**src/rtl/mer_pkg.sv**
```systemverilog
// mer_pkg: shared constants, enums and controller/datapath bundles for the
// midpoint ellipse rasterizer. No dependencies; used by every file in rtl/.
`default_nettype none

package mer_pkg;

    localparam int COORD_BITS = 10;
    localparam int SQ_BITS    = 2 * COORD_BITS;
    localparam int OPA_BITS   = 2 * COORD_BITS + 2;
    localparam int PROD_BITS  = OPA_BITS + SQ_BITS;
    localparam int DEC_BITS   = 4 * COORD_BITS + 8;

    localparam logic KIND_START = 1'b0;
    localparam logic KIND_STEP  = 1'b1;

    typedef enum logic [4:0] {
        ST_IDLE,
        ST_SQ_RX,
        ST_SQ_RY,
        ST_INIT1,
        ST_INIT2,
        ST_INIT3,
        ST_INIT4,
        ST_TEST1,
        ST_TEST2,
        ST_TEST3,
        ST_R1_1,
        ST_R1_2,
        ST_R1_3,
        ST_R1_4,
        ST_SW1,
        ST_SW2,
        ST_SW3,
        ST_SW4,
        ST_SW5,
        ST_SW6,
        ST_R2_1,
        ST_R2_2,
        ST_R2_3,
        ST_R2_4,
        ST_EMIT
    } ctrl_state_t;

    // multiplier operand A (wide side)
    typedef enum logic [3:0] {
        OPA_ONE,
        OPA_FOUR,
        OPA_TWELVE,
        OPA_X,
        OPA_Y,
        OPA_X2P3,
        OPA_XP1,
        OPA_T,
        OPA_YM1,
        OPA_RX,
        OPA_PROD,
        OPA_A
    } opa_sel_t;

    // multiplier operand B (narrow side)
    typedef enum logic [2:0] {
        OPB_A,
        OPB_B,
        OPB_T,
        OPB_YM1,
        OPB_RX,
        OPB_Y
    } opb_sel_t;

    typedef enum logic [1:0] {
        ACC_NONE,
        ACC_LOAD,
        ACC_ADD,
        ACC_SUB
    } acc_op_t;

    typedef enum logic [1:0] {
        SH_0,
        SH_2,
        SH_3
    } acc_sh_t;

    typedef enum logic [1:0] {
        RES_NONE,
        RES_BAD,
        RES_POINT
    } res_sel_t;

    typedef struct packed {
        logic     ld_start;
        logic     ld_rx_sq;
        logic     ld_ry_sq;
        logic     ld_hold;
        opa_sel_t opa;
        opb_sel_t opb;
        acc_op_t  acc_op;
        acc_sh_t  acc_sh;
        logic     x_inc;
        logic     y_dec;
        logic     out_load;
        res_sel_t out_sel;
    } dp_cmd_t;

    typedef struct packed {
        logic rad_zero;
        logic dec_le0;
        logic bx_le_ay;
        logic y_zero;
        logic out_free;
    } dp_status_t;

    localparam dp_cmd_t CMD_NOP = '{
        ld_start: 1'b0,
        ld_rx_sq: 1'b0,
        ld_ry_sq: 1'b0,
        ld_hold:  1'b0,
        opa:      OPA_ONE,
        opb:      OPB_A,
        acc_op:   ACC_NONE,
        acc_sh:   SH_0,
        x_inc:    1'b0,
        y_dec:    1'b0,
        out_load: 1'b0,
        out_sel:  RES_NONE
    };

endpackage

`default_nettype wire

```
**src/rtl/mer_datapath.sv**
```systemverilog
// mer_datapath: coordinates, squared radii, shared multiplier, decision
// accumulator and the result register. Depends on mer_pkg.
`default_nettype none

module mer_datapath (
    input  wire logic                          clk,
    input  wire logic                          rst_n,
    input  wire logic [mer_pkg::COORD_BITS-1:0] radius_x,
    input  wire logic [mer_pkg::COORD_BITS-1:0] radius_y,
    input  wire mer_pkg::dp_cmd_t              cmd,
    output mer_pkg::dp_status_t                status,
    output logic                               res_valid,
    input  wire logic                          res_stall,
    output logic [mer_pkg::COORD_BITS-1:0]     point_x,
    output logic [mer_pkg::COORD_BITS-1:0]     point_y,
    output logic                               point_valid,
    output logic                               last_point,
    output logic                               bad_radius
);
    import mer_pkg::*;

    logic [COORD_BITS-1:0] rx_tmp_reg, rx_tmp_next;
    logic [COORD_BITS-1:0] x_reg, x_next;
    logic [COORD_BITS-1:0] y_reg, y_next;
    logic [COORD_BITS-1:0] y_m1;
    logic [SQ_BITS-1:0]    rx_sq_reg, rx_sq_next;
    logic [SQ_BITS-1:0]    ry_sq_reg, ry_sq_next;
    logic [PROD_BITS-1:0]  prod_reg, prod_next;
    logic [PROD_BITS-1:0]  hold_reg, hold_next;
    logic [DEC_BITS-1:0]   dec_reg, dec_next;
    logic [DEC_BITS-1:0]   term;
    logic [OPA_BITS-1:0]   opa;
    logic [SQ_BITS-1:0]    opb;

    logic                  res_valid_reg, res_valid_next;
    logic [COORD_BITS-1:0] px_reg, px_next;
    logic [COORD_BITS-1:0] py_reg, py_next;
    logic                  pv_reg, pv_next;
    logic                  last_reg, last_next;
    logic                  bad_reg, bad_next;

    assign y_m1 = y_reg - COORD_BITS'(1);

    always_comb
    begin
        case (cmd.opa)
            OPA_ONE:    opa = OPA_BITS'(1);
            OPA_FOUR:   opa = OPA_BITS'(4);
            OPA_TWELVE: opa = OPA_BITS'(12);
            OPA_X:      opa = OPA_BITS'(x_reg);
            OPA_Y:      opa = OPA_BITS'(y_reg);
            OPA_X2P3:   opa = OPA_BITS'({x_reg, 1'b0}) + OPA_BITS'(3);
            OPA_XP1:    opa = OPA_BITS'(x_reg) + OPA_BITS'(1);
            OPA_T:      opa = OPA_BITS'({x_reg, 1'b1});
            OPA_YM1:    opa = OPA_BITS'(y_m1);
            OPA_RX:     opa = OPA_BITS'(rx_tmp_reg);
            OPA_PROD:   opa = prod_reg[OPA_BITS-1:0];
            OPA_A:      opa = OPA_BITS'(rx_sq_reg);
            default:    opa = '0;
        endcase
    end

    always_comb
    begin
        case (cmd.opb)
            OPB_A:   opb = rx_sq_reg;
            OPB_B:   opb = ry_sq_reg;
            OPB_T:   opb = SQ_BITS'({x_reg, 1'b1});
            OPB_YM1: opb = SQ_BITS'(y_m1);
            OPB_RX:  opb = SQ_BITS'(rx_tmp_reg);
            OPB_Y:   opb = SQ_BITS'(y_reg);
            default: opb = '0;
        endcase
    end

    assign prod_next = PROD_BITS'(opa) * PROD_BITS'(opb);

    always_comb
    begin
        case (cmd.acc_sh)
            SH_0:    term = DEC_BITS'(prod_reg);
            SH_2:    term = DEC_BITS'(prod_reg) << 2;
            SH_3:    term = DEC_BITS'(prod_reg) << 3;
            default: term = DEC_BITS'(prod_reg);
        endcase
    end

    always_comb
    begin
        case (cmd.acc_op)
            ACC_LOAD: dec_next = term;
            ACC_ADD:  dec_next = dec_reg + term;
            ACC_SUB:  dec_next = dec_reg - term;
            ACC_NONE: dec_next = dec_reg;
            default:  dec_next = dec_reg;
        endcase
    end

    always_comb
    begin
        rx_tmp_next = rx_tmp_reg;
        x_next      = x_reg;
        y_next      = y_reg;
        rx_sq_next  = rx_sq_reg;
        ry_sq_next  = ry_sq_reg;
        hold_next   = hold_reg;
        if (cmd.ld_start)
        begin
            rx_tmp_next = radius_x;
            x_next      = '0;
            y_next      = radius_y;
        end
        else
        begin
            if (cmd.x_inc)
            begin
                x_next = x_reg + COORD_BITS'(1);
            end
            if (cmd.y_dec)
            begin
                y_next = y_m1;
            end
        end
        if (cmd.ld_rx_sq)
        begin
            rx_sq_next = prod_reg[SQ_BITS-1:0];
        end
        if (cmd.ld_ry_sq)
        begin
            ry_sq_next = prod_reg[SQ_BITS-1:0];
        end
        if (cmd.ld_hold)
        begin
            hold_next = prod_reg;
        end
    end

    // result register
    always_comb
    begin
        res_valid_next = res_valid_reg;
        px_next        = px_reg;
        py_next        = py_reg;
        pv_next        = pv_reg;
        last_next      = last_reg;
        bad_next       = bad_reg;
        if (cmd.out_load)
        begin
            res_valid_next = 1'b1;
            px_next        = '0;
            py_next        = '0;
            pv_next        = 1'b0;
            last_next      = 1'b0;
            bad_next       = 1'b0;
            case (cmd.out_sel)
                RES_POINT:
                begin
                    px_next   = x_reg;
                    py_next   = y_reg;
                    pv_next   = 1'b1;
                    last_next = (y_reg == '0);
                end
                RES_BAD:
                begin
                    bad_next = 1'b1;
                end
                RES_NONE:
                begin
                    bad_next = 1'b0;
                end
                default:
                begin
                    bad_next = 1'b0;
                end
            endcase
        end
        else if (res_valid_reg && !res_stall)
        begin
            res_valid_next = 1'b0;
        end
    end

    always_ff @(posedge clk or negedge rst_n)
    begin
        if (!rst_n)
        begin
            res_valid_reg <= 1'b0;
        end
        else
        begin
            res_valid_reg <= res_valid_next;
        end
    end

    always_ff @(posedge clk)
    begin
        rx_tmp_reg <= rx_tmp_next;
        x_reg      <= x_next;
        y_reg      <= y_next;
        rx_sq_reg  <= rx_sq_next;
        ry_sq_reg  <= ry_sq_next;
        prod_reg   <= prod_next;
        hold_reg   <= hold_next;
        dec_reg    <= dec_next;
        px_reg     <= px_next;
        py_reg     <= py_next;
        pv_reg     <= pv_next;
        last_reg   <= last_next;
        bad_reg    <= bad_next;
    end

    assign status.rad_zero = (radius_x == '0) || (radius_y == '0);
    assign status.dec_le0  = (dec_reg == '0) || dec_reg[DEC_BITS-1];
    assign status.bx_le_ay = (hold_reg <= prod_reg);
    assign status.y_zero   = (y_reg == '0);
    assign status.out_free = !res_valid_reg || !res_stall;

    assign res_valid   = res_valid_reg;
    assign point_x     = px_reg;
    assign point_y     = py_reg;
    assign point_valid = pv_reg;
    assign last_point  = last_reg;
    assign bad_radius  = bad_reg;

endmodule

`default_nettype wire

```
**src/rtl/mer_ctrl.sv**
```systemverilog
// mer_ctrl: sequencer for start, region one, region switch and region two
// steps; drives mer_datapath commands. Depends on mer_pkg.
`default_nettype none

module mer_ctrl (
    input  wire logic                 clk,
    input  wire logic                 rst_n,
    input  wire logic                 req_valid,
    output logic                      req_stall,
    input  wire logic                 kind,
    input  wire mer_pkg::dp_status_t  status,
    output mer_pkg::dp_cmd_t          cmd
);
    import mer_pkg::*;

    ctrl_state_t state_reg, state_next;
    logic        drawing_reg, drawing_next;
    logic        region2_reg, region2_next;
    logic        inside_reg, inside_next;
    res_sel_t    emit_reg, emit_next;

    always_ff @(posedge clk or negedge rst_n)
    begin
        if (!rst_n)
        begin
            state_reg   <= ST_IDLE;
            drawing_reg <= 1'b0;
            region2_reg <= 1'b0;
            inside_reg  <= 1'b0;
            emit_reg    <= RES_NONE;
        end
        else
        begin
            state_reg   <= state_next;
            drawing_reg <= drawing_next;
            region2_reg <= region2_next;
            inside_reg  <= inside_next;
            emit_reg    <= emit_next;
        end
    end

    always_comb
    begin
        state_next   = state_reg;
        drawing_next = drawing_reg;
        region2_next = region2_reg;
        inside_next  = inside_reg;
        emit_next    = emit_reg;
        req_stall    = 1'b1;
        cmd          = CMD_NOP;

        case (state_reg)
            ST_IDLE:
            begin
                req_stall = 1'b0;
                if (req_valid)
                begin
                    if (kind == KIND_START)
                    begin
                        region2_next = 1'b0;
                        if (status.rad_zero)
                        begin
                            drawing_next = 1'b0;
                            emit_next    = RES_BAD;
                            state_next   = ST_EMIT;
                        end
                        else
                        begin
                            cmd.ld_start = 1'b1;
                            drawing_next = 1'b1;
                            state_next   = ST_SQ_RX;
                        end
                    end
                    else if (!drawing_reg)
                    begin
                        emit_next  = RES_NONE;
                        state_next = ST_EMIT;
                    end
                    else if (region2_reg)
                    begin
                        state_next = ST_R2_1;
                    end
                    else
                    begin
                        state_next = ST_TEST1;
                    end
                end
            end

            // start: squares, then d = A + 4B - 4A*ry
            ST_SQ_RX:
            begin
                cmd.opa    = OPA_RX;
                cmd.opb    = OPB_RX;
                state_next = ST_SQ_RY;
            end
            ST_SQ_RY:
            begin
                cmd.ld_rx_sq = 1'b1;
                cmd.opa      = OPA_Y;
                cmd.opb      = OPB_Y;
                state_next   = ST_INIT1;
            end
            ST_INIT1:
            begin
                cmd.ld_ry_sq = 1'b1;
                cmd.opa      = OPA_ONE;
                cmd.opb      = OPB_A;
                state_next   = ST_INIT2;
            end
            ST_INIT2:
            begin
                cmd.acc_op = ACC_LOAD;
                cmd.acc_sh = SH_0;
                cmd.opa    = OPA_FOUR;
                cmd.opb    = OPB_B;
                state_next = ST_INIT3;
            end
            ST_INIT3:
            begin
                cmd.acc_op = ACC_ADD;
                cmd.acc_sh = SH_0;
                cmd.opa    = OPA_Y;
                cmd.opb    = OPB_A;
                state_next = ST_INIT4;
            end
            ST_INIT4:
            begin
                cmd.acc_op = ACC_SUB;
                cmd.acc_sh = SH_2;
                emit_next  = RES_POINT;
                state_next = ST_EMIT;
            end

            // region test: B*x <= A*y
            ST_TEST1:
            begin
                cmd.opa    = OPA_X;
                cmd.opb    = OPB_B;
                state_next = ST_TEST2;
            end
            ST_TEST2:
            begin
                cmd.ld_hold = 1'b1;
                cmd.opa     = OPA_Y;
                cmd.opb     = OPB_A;
                state_next  = ST_TEST3;
            end
            ST_TEST3:
            begin
                if (status.bx_le_ay)
                begin
                    state_next = ST_R1_1;
                end
                else
                begin
                    region2_next = 1'b1;
                    state_next   = ST_SW1;
                end
            end

            // region one
            ST_R1_1:
            begin
                inside_next = status.dec_le0;
                cmd.opa     = OPA_X2P3;
                cmd.opb     = OPB_B;
                state_next  = ST_R1_2;
            end
            ST_R1_2:
            begin
                cmd.acc_op = ACC_ADD;
                cmd.acc_sh = SH_2;
                if (inside_reg)
                begin
                    cmd.x_inc  = 1'b1;
                    emit_next  = RES_POINT;
                    state_next = ST_EMIT;
                end
                else
                begin
                    cmd.opa    = OPA_ONE;
                    cmd.opb    = OPB_A;
                    state_next = ST_R1_3;
                end
            end
            ST_R1_3:
            begin
                cmd.acc_op = ACC_ADD;
                cmd.acc_sh = SH_3;
                cmd.opa    = OPA_Y;
                cmd.opb    = OPB_A;
                state_next = ST_R1_4;
            end
            ST_R1_4:
            begin
                cmd.acc_op = ACC_SUB;
                cmd.acc_sh = SH_3;
                cmd.x_inc  = 1'b1;
                cmd.y_dec  = 1'b1;
                emit_next  = RES_POINT;
                state_next = ST_EMIT;
            end

            // switch: d = B*t*t + 4A*(y-1)^2 - 4AB, t = 2x+1
            ST_SW1:
            begin
                cmd.opa    = OPA_T;
                cmd.opb    = OPB_T;
                state_next = ST_SW2;
            end
            ST_SW2:
            begin
                cmd.opa    = OPA_PROD;
                cmd.opb    = OPB_B;
                state_next = ST_SW3;
            end
            ST_SW3:
            begin
                cmd.acc_op = ACC_LOAD;
                cmd.acc_sh = SH_0;
                cmd.opa    = OPA_YM1;
                cmd.opb    = OPB_YM1;
                state_next = ST_SW4;
            end
            ST_SW4:
            begin
                cmd.opa    = OPA_PROD;
                cmd.opb    = OPB_A;
                state_next = ST_SW5;
            end
            ST_SW5:
            begin
                cmd.acc_op = ACC_ADD;
                cmd.acc_sh = SH_2;
                cmd.opa    = OPA_A;
                cmd.opb    = OPB_B;
                state_next = ST_SW6;
            end
            ST_SW6:
            begin
                cmd.acc_op = ACC_SUB;
                cmd.acc_sh = SH_2;
                state_next = ST_R2_1;
            end

            // region two
            ST_R2_1:
            begin
                inside_next = status.dec_le0;
                cmd.opa     = OPA_TWELVE;
                cmd.opb     = OPB_A;
                state_next  = ST_R2_2;
            end
            ST_R2_2:
            begin
                cmd.acc_op = ACC_ADD;
                cmd.acc_sh = SH_0;
                cmd.opa    = OPA_Y;
                cmd.opb    = OPB_A;
                state_next = ST_R2_3;
            end
            ST_R2_3:
            begin
                cmd.acc_op = ACC_SUB;
                cmd.acc_sh = SH_3;
                if (inside_reg)
                begin
                    cmd.opa    = OPA_XP1;
                    cmd.opb    = OPB_B;
                    state_next = ST_R2_4;
                end
                else
                begin
                    cmd.y_dec  = 1'b1;
                    emit_next  = RES_POINT;
                    state_next = ST_EMIT;
                end
            end
            ST_R2_4:
            begin
                cmd.acc_op = ACC_ADD;
                cmd.acc_sh = SH_3;
                cmd.x_inc  = 1'b1;
                cmd.y_dec  = 1'b1;
                emit_next  = RES_POINT;
                state_next = ST_EMIT;
            end

            ST_EMIT:
            begin
                if (status.out_free)
                begin
                    cmd.out_load = 1'b1;
                    cmd.out_sel  = emit_reg;
                    if ((emit_reg == RES_POINT) && status.y_zero)
                    begin
                        drawing_next = 1'b0;
                        region2_next = 1'b0;
                    end
                    state_next = ST_IDLE;
                end
            end

            default:
            begin
                state_next = ST_IDLE;
            end
        endcase
    end

endmodule

`default_nettype wire

```
**src/rtl/midpoint_ellipse_rasterizer.sv**
```systemverilog
// midpoint_ellipse_rasterizer: top level, first-quadrant midpoint ellipse
// point generator. Instantiates mer_ctrl and mer_datapath; uses mer_pkg.
//
//   channel | handshake            | payload
//   --------+----------------------+-----------------------------------------
//   request | req_valid/req_stall  | kind, radius_x, radius_y
//   result  | res_valid/res_stall  | point_x, point_y, point_valid,
//           |                      | last_point, bad_radius
//
// One request at a time; one shared 22x20 multiplier with a registered
// product serves start, region one, region switch and region two steps.
// Reset is asynchronous and returns the block to idle.
// A stalled result holds in its register; a finished request then waits.
`default_nettype none

module midpoint_ellipse_rasterizer (
    input  wire logic                          clk,
    input  wire logic                          rst_n,
    input  wire logic                          req_valid,
    output logic                               req_stall,
    input  wire logic                          kind,
    input  wire logic [mer_pkg::COORD_BITS-1:0] radius_x,
    input  wire logic [mer_pkg::COORD_BITS-1:0] radius_y,
    output logic                               res_valid,
    input  wire logic                          res_stall,
    output logic [mer_pkg::COORD_BITS-1:0]     point_x,
    output logic [mer_pkg::COORD_BITS-1:0]     point_y,
    output logic                               point_valid,
    output logic                               last_point,
    output logic                               bad_radius
);
    import mer_pkg::*;

    dp_cmd_t    cmd;
    dp_status_t status;

    mer_ctrl u_ctrl (
        .clk       (clk),
        .rst_n     (rst_n),
        .req_valid (req_valid),
        .req_stall (req_stall),
        .kind      (kind),
        .status    (status),
        .cmd       (cmd)
    );

    mer_datapath u_datapath (
        .clk         (clk),
        .rst_n       (rst_n),
        .radius_x    (radius_x),
        .radius_y    (radius_y),
        .cmd         (cmd),
        .status      (status),
        .res_valid   (res_valid),
        .res_stall   (res_stall),
        .point_x     (point_x),
        .point_y     (point_y),
        .point_valid (point_valid),
        .last_point  (last_point),
        .bad_radius  (bad_radius)
    );

endmodule

`default_nettype wire
```
**config.mk**
```make
export PLATFORM = sky130hd
export DESIGN_NAME = midpoint_ellipse_rasterizer
export DESIGN_NICKNAME = d
export VERILOG_FILES = /design/src/rtl/mer_pkg.sv /design/src/rtl/mer_datapath.sv /design/src/rtl/mer_ctrl.sv /design/src/rtl/midpoint_ellipse_rasterizer.sv
export SDC_FILE = /design/constraint.sdc
export NUM_CORES = 2
export LEC_CHECK = 0
export BUFFER_PORTS_ARGS = -buffer_cell sky130_fd_sc_hd__buf_2
export CORE_UTILIZATION = 45
export CTS_CLUSTER_SIZE = 40
export DETAILED_ROUTE_END_ITERATION = 8
export PLACE_DENSITY = 0.65
export SLEW_MARGIN = 20
export SYNTH_ARGS = -nofsm -noshare
export SYNTH_HDL_FRONTEND = slang
export SYNTH_SLANG_ARGS = --single-unit
export TNS_END_PERCENT = 50
```
**constraint.sdc**
```tcl
create_clock -name clk -period 10.21 [get_ports clk]
set_input_delay 0.5105 -clock clk [delete_from_list [all_inputs] [get_ports clk]]
set_output_delay 0.5105 -clock clk [all_outputs]
set_load 0.02 [all_outputs]
```
==> impl_metrics.py <==
metrics = {
    "run_status": {
        "status": "finished, final reports clean",
    },
    "logic_synthesis": {
        "synth_cell_type_count": 88,
        "synth_fp_nets": 3936,
        "synth_area_per_cell_sq_um": 8.94,
        "synthCells": 3308,
        "yosysSeqAreaShare_pct": 22.0,
        "syn_area_sq_um": 29600,
        "synth_ff_type": "edfxtp_1",
        "ys_seq_elements": 236,
        "synth-warning-count": 0,
        "synthArstFlopShare_pct": 4.66,
        "synth-edff-count": 173,
    },
    "final_layout": {
        "finalInstanceArea_sq_um": 31800,
        "layout_common_cells": "496 x inv_1, 395 x nand2_1, 357 x fa_1, 319 x nor2_1, 245 x ha_1",
        "largest_reg_flops": 48,
        "nets": 3927,
        "fill_cells": 6252,
        "layoutNonFillerInstCount": 4175,
        "area_growth_pct": 7.48,
        "final_layout_size_suffix_gt1_share_pct": 6.72,
        "multi_input_area_sq_um": 20600,
        "regArea_sq_um": 6510,
        "final_common_cell": "inv_1",
    },
    "clocking": {
        "root_buffer": "clkbuf_16",
        "clock_latency_ns": 0.58,
        "post_cts_buffers": 0,
        "cts_tree": "built",
        "cts_sinks": 236,
        "clkTransAtPathRegs_ns": 0.06,
        "cts-buffers-inserted": 26,
        "htreeDepth": 1,
        "cts_buffer_depth": 3,
    },
    "critical_path": {
        "crit_path_start_kind": "flip-flop",
        "cpPeakStageDelay_ns": 0.79,
        "cpMostUsedCell": "fa_1",
        "worstPathRequired_ns": 10.68,
        "arrival_ns": 10.28,
        "crit_slowest_cell": "a222oi_1",
        "crit_fanout": 12,
        "crit_type": "flip-flop to flip-flop",
        "crit_path_end_kind": "flip-flop",
    },
    "floorplan": {
        "dieWidth_um": 258,
        "start_util_pct": 45.7,
        "core.rowCount": 93,
        "fp.coreArea_sq_um": 64700,
        "die-area_sq_um": 66700,
        "dieHeight_um": 258,
        "io-pin-count": 50,
    },
    "sta": {
        "fin_crit_sh_pct": 96.0,
        "whs_ns": 0.123,
        "setup_viol": 0,
        "skew_ns": 0.0391,
        "period_needed_ns": 9.81,
        "finalHoldViolations": 0,
        "slew_headroom_pct": 26.6,
        "slew_violations": 0,
        "worstMarginPinSlew_ns": 1.10,
        "fin_setup_tns_ns": 0,
        "fmax_mhz": 102,
    },
    "global_routing": {
        "overflow": 0,
        "first_global_vias": 24000,
        "grt_usage_pct": 26.0,
        "grt_pass1_wl_um": 136000,
        "antenna_found_initial": 0,
        "grt_max_degree": 55,
    },
    "route": {
        "ant_nets": 0,
        "dr.pass1.iters": 7,
        "via_per_inst": 5.69,
        "num_vias": 23700,
        "drtIter0Drc": 2300,
        "routed_wl_um": 85800,
        "route.detailed.wl_per_inst_um": 20.5,
        "drc": 0,
    },
    "placement": {
        "placed_area_sq_um": 30900,
        "dp.cells": 4125,
        "finalWeightedCongestion": 0.962,
        "dp_hpwl_um": 68500,
        "numPortBuffers": 49,
    },
    "flow_run": {
        "maxCapViolCount": 0,
    },
    "min_path": {
        "hp-class": "input port to flip-flop",
    },
}
==> area by class of cell <==
cell class	instances	area share, %
clock inverters	15	0.480
clock buffers	33	2.30
well taps	855	3.37
diodes	1	0.00787
flip-flops and latches	236	20.5
inverters	497	5.87
repair buffers	128	2.65
multi-input cells	2410	64.8
==> metal layers <==
layer  global-route usage (%)  routed length, um
met1                     36.7              38400
met2                     40.3              37300
met3                     6.12               8000
met4                     6.36               2120
met5                        0                  0
==> final timing paths <==
path	from	endpoint	slack (ns)	depth (start not counted)
setup / recovery	u_datapath.y_reg[4]	u_datapath.prod_reg[41]	0.40	29
hold / removal	radius_x[8]	u_datapath.rx_tmp_reg[8]	0.12	1
setup reg to reg	u_datapath.y_reg[4]	u_datapath.prod_reg[41]	0.40	29
hold reg to reg	u_ctrl.drawing_reg	u_ctrl.drawing_reg	0.48	2
max in group asynchronous	rst_n	u_ctrl.state_reg[2]	9.65	2
min in group asynchronous	rst_n	u_datapath.res_valid	0.35	2
==> critical path: cells and delay by family (launching register included) <==
kind / cells / cell delay (ns)
AND/OR/NAND/NOR: 6 / 2.07
XOR/XNOR: 2 / 0.28
flip-flops: 1 / 0.53
AO/OA/AOI/OAI: 9 / 2.86
adder cells (fa/ha/maj): 8 / 3.76
buffers and inverters: 4 / 0.20
==> through the flow <==
stage	utilization (%)	setup slack, ns
CTS	49.1	0.660
global placement	47.7	0.783
detailed placement	47.7	0.704
floorplan	-	1.59
global route	49.1	-0.00328
finish	49.1	0.403
==> logic make-up (layout without fill, tap and decap cells) <==
kind of cell    count (synthesis)  count (layout)  share of synthesized area (%)
compound gates                646             646                           14.8
fa+ha+maj                     603             603                           34.6
buf+inv                       662             673                           8.65
mux                            12              12                          0.419
xor+xnor                      146             146                           4.33
other cells                     0               1                              0
flops                         236             236                           22.0
simple gates                 1003            1003                           15.2
==> synthesized netlist by cell type, types with 29 or more instances <==
cell / number / area [sq um]
a21o_1: 79 / 593
a21oi_1: 167 / 836
a221o_1: 39 / 390
a31oi_1: 29 / 181
and2_1: 45 / 282
clkbuf_1: 142 / 533
dfxtp_1: 52 / 1040
edfxtp_1: 173 / 5190
fa_1: 357 / 7150
ha_1: 246 / 3080
inv_1: 496 / 1860
nand2_1: 395 / 1480
nand3_1: 38 / 190
nor2_1: 321 / 1200
nor3_1: 31 / 155
o21ai_0: 102 / 510
xnor2_1: 84 / 736
xor2_1: 62 / 543
==> repair_timing <==
item | CTS | global route
hold buffers | 1 | 0
endpoints found under the hold margin | 11 | 0
gates resized for setup | 0 | 1
setup endpoints to repair | 0 | 2
Power is left out: the tool's default activity adds up to more than one toggle a clock period on the data nets, which glitch-free logic cannot reach.
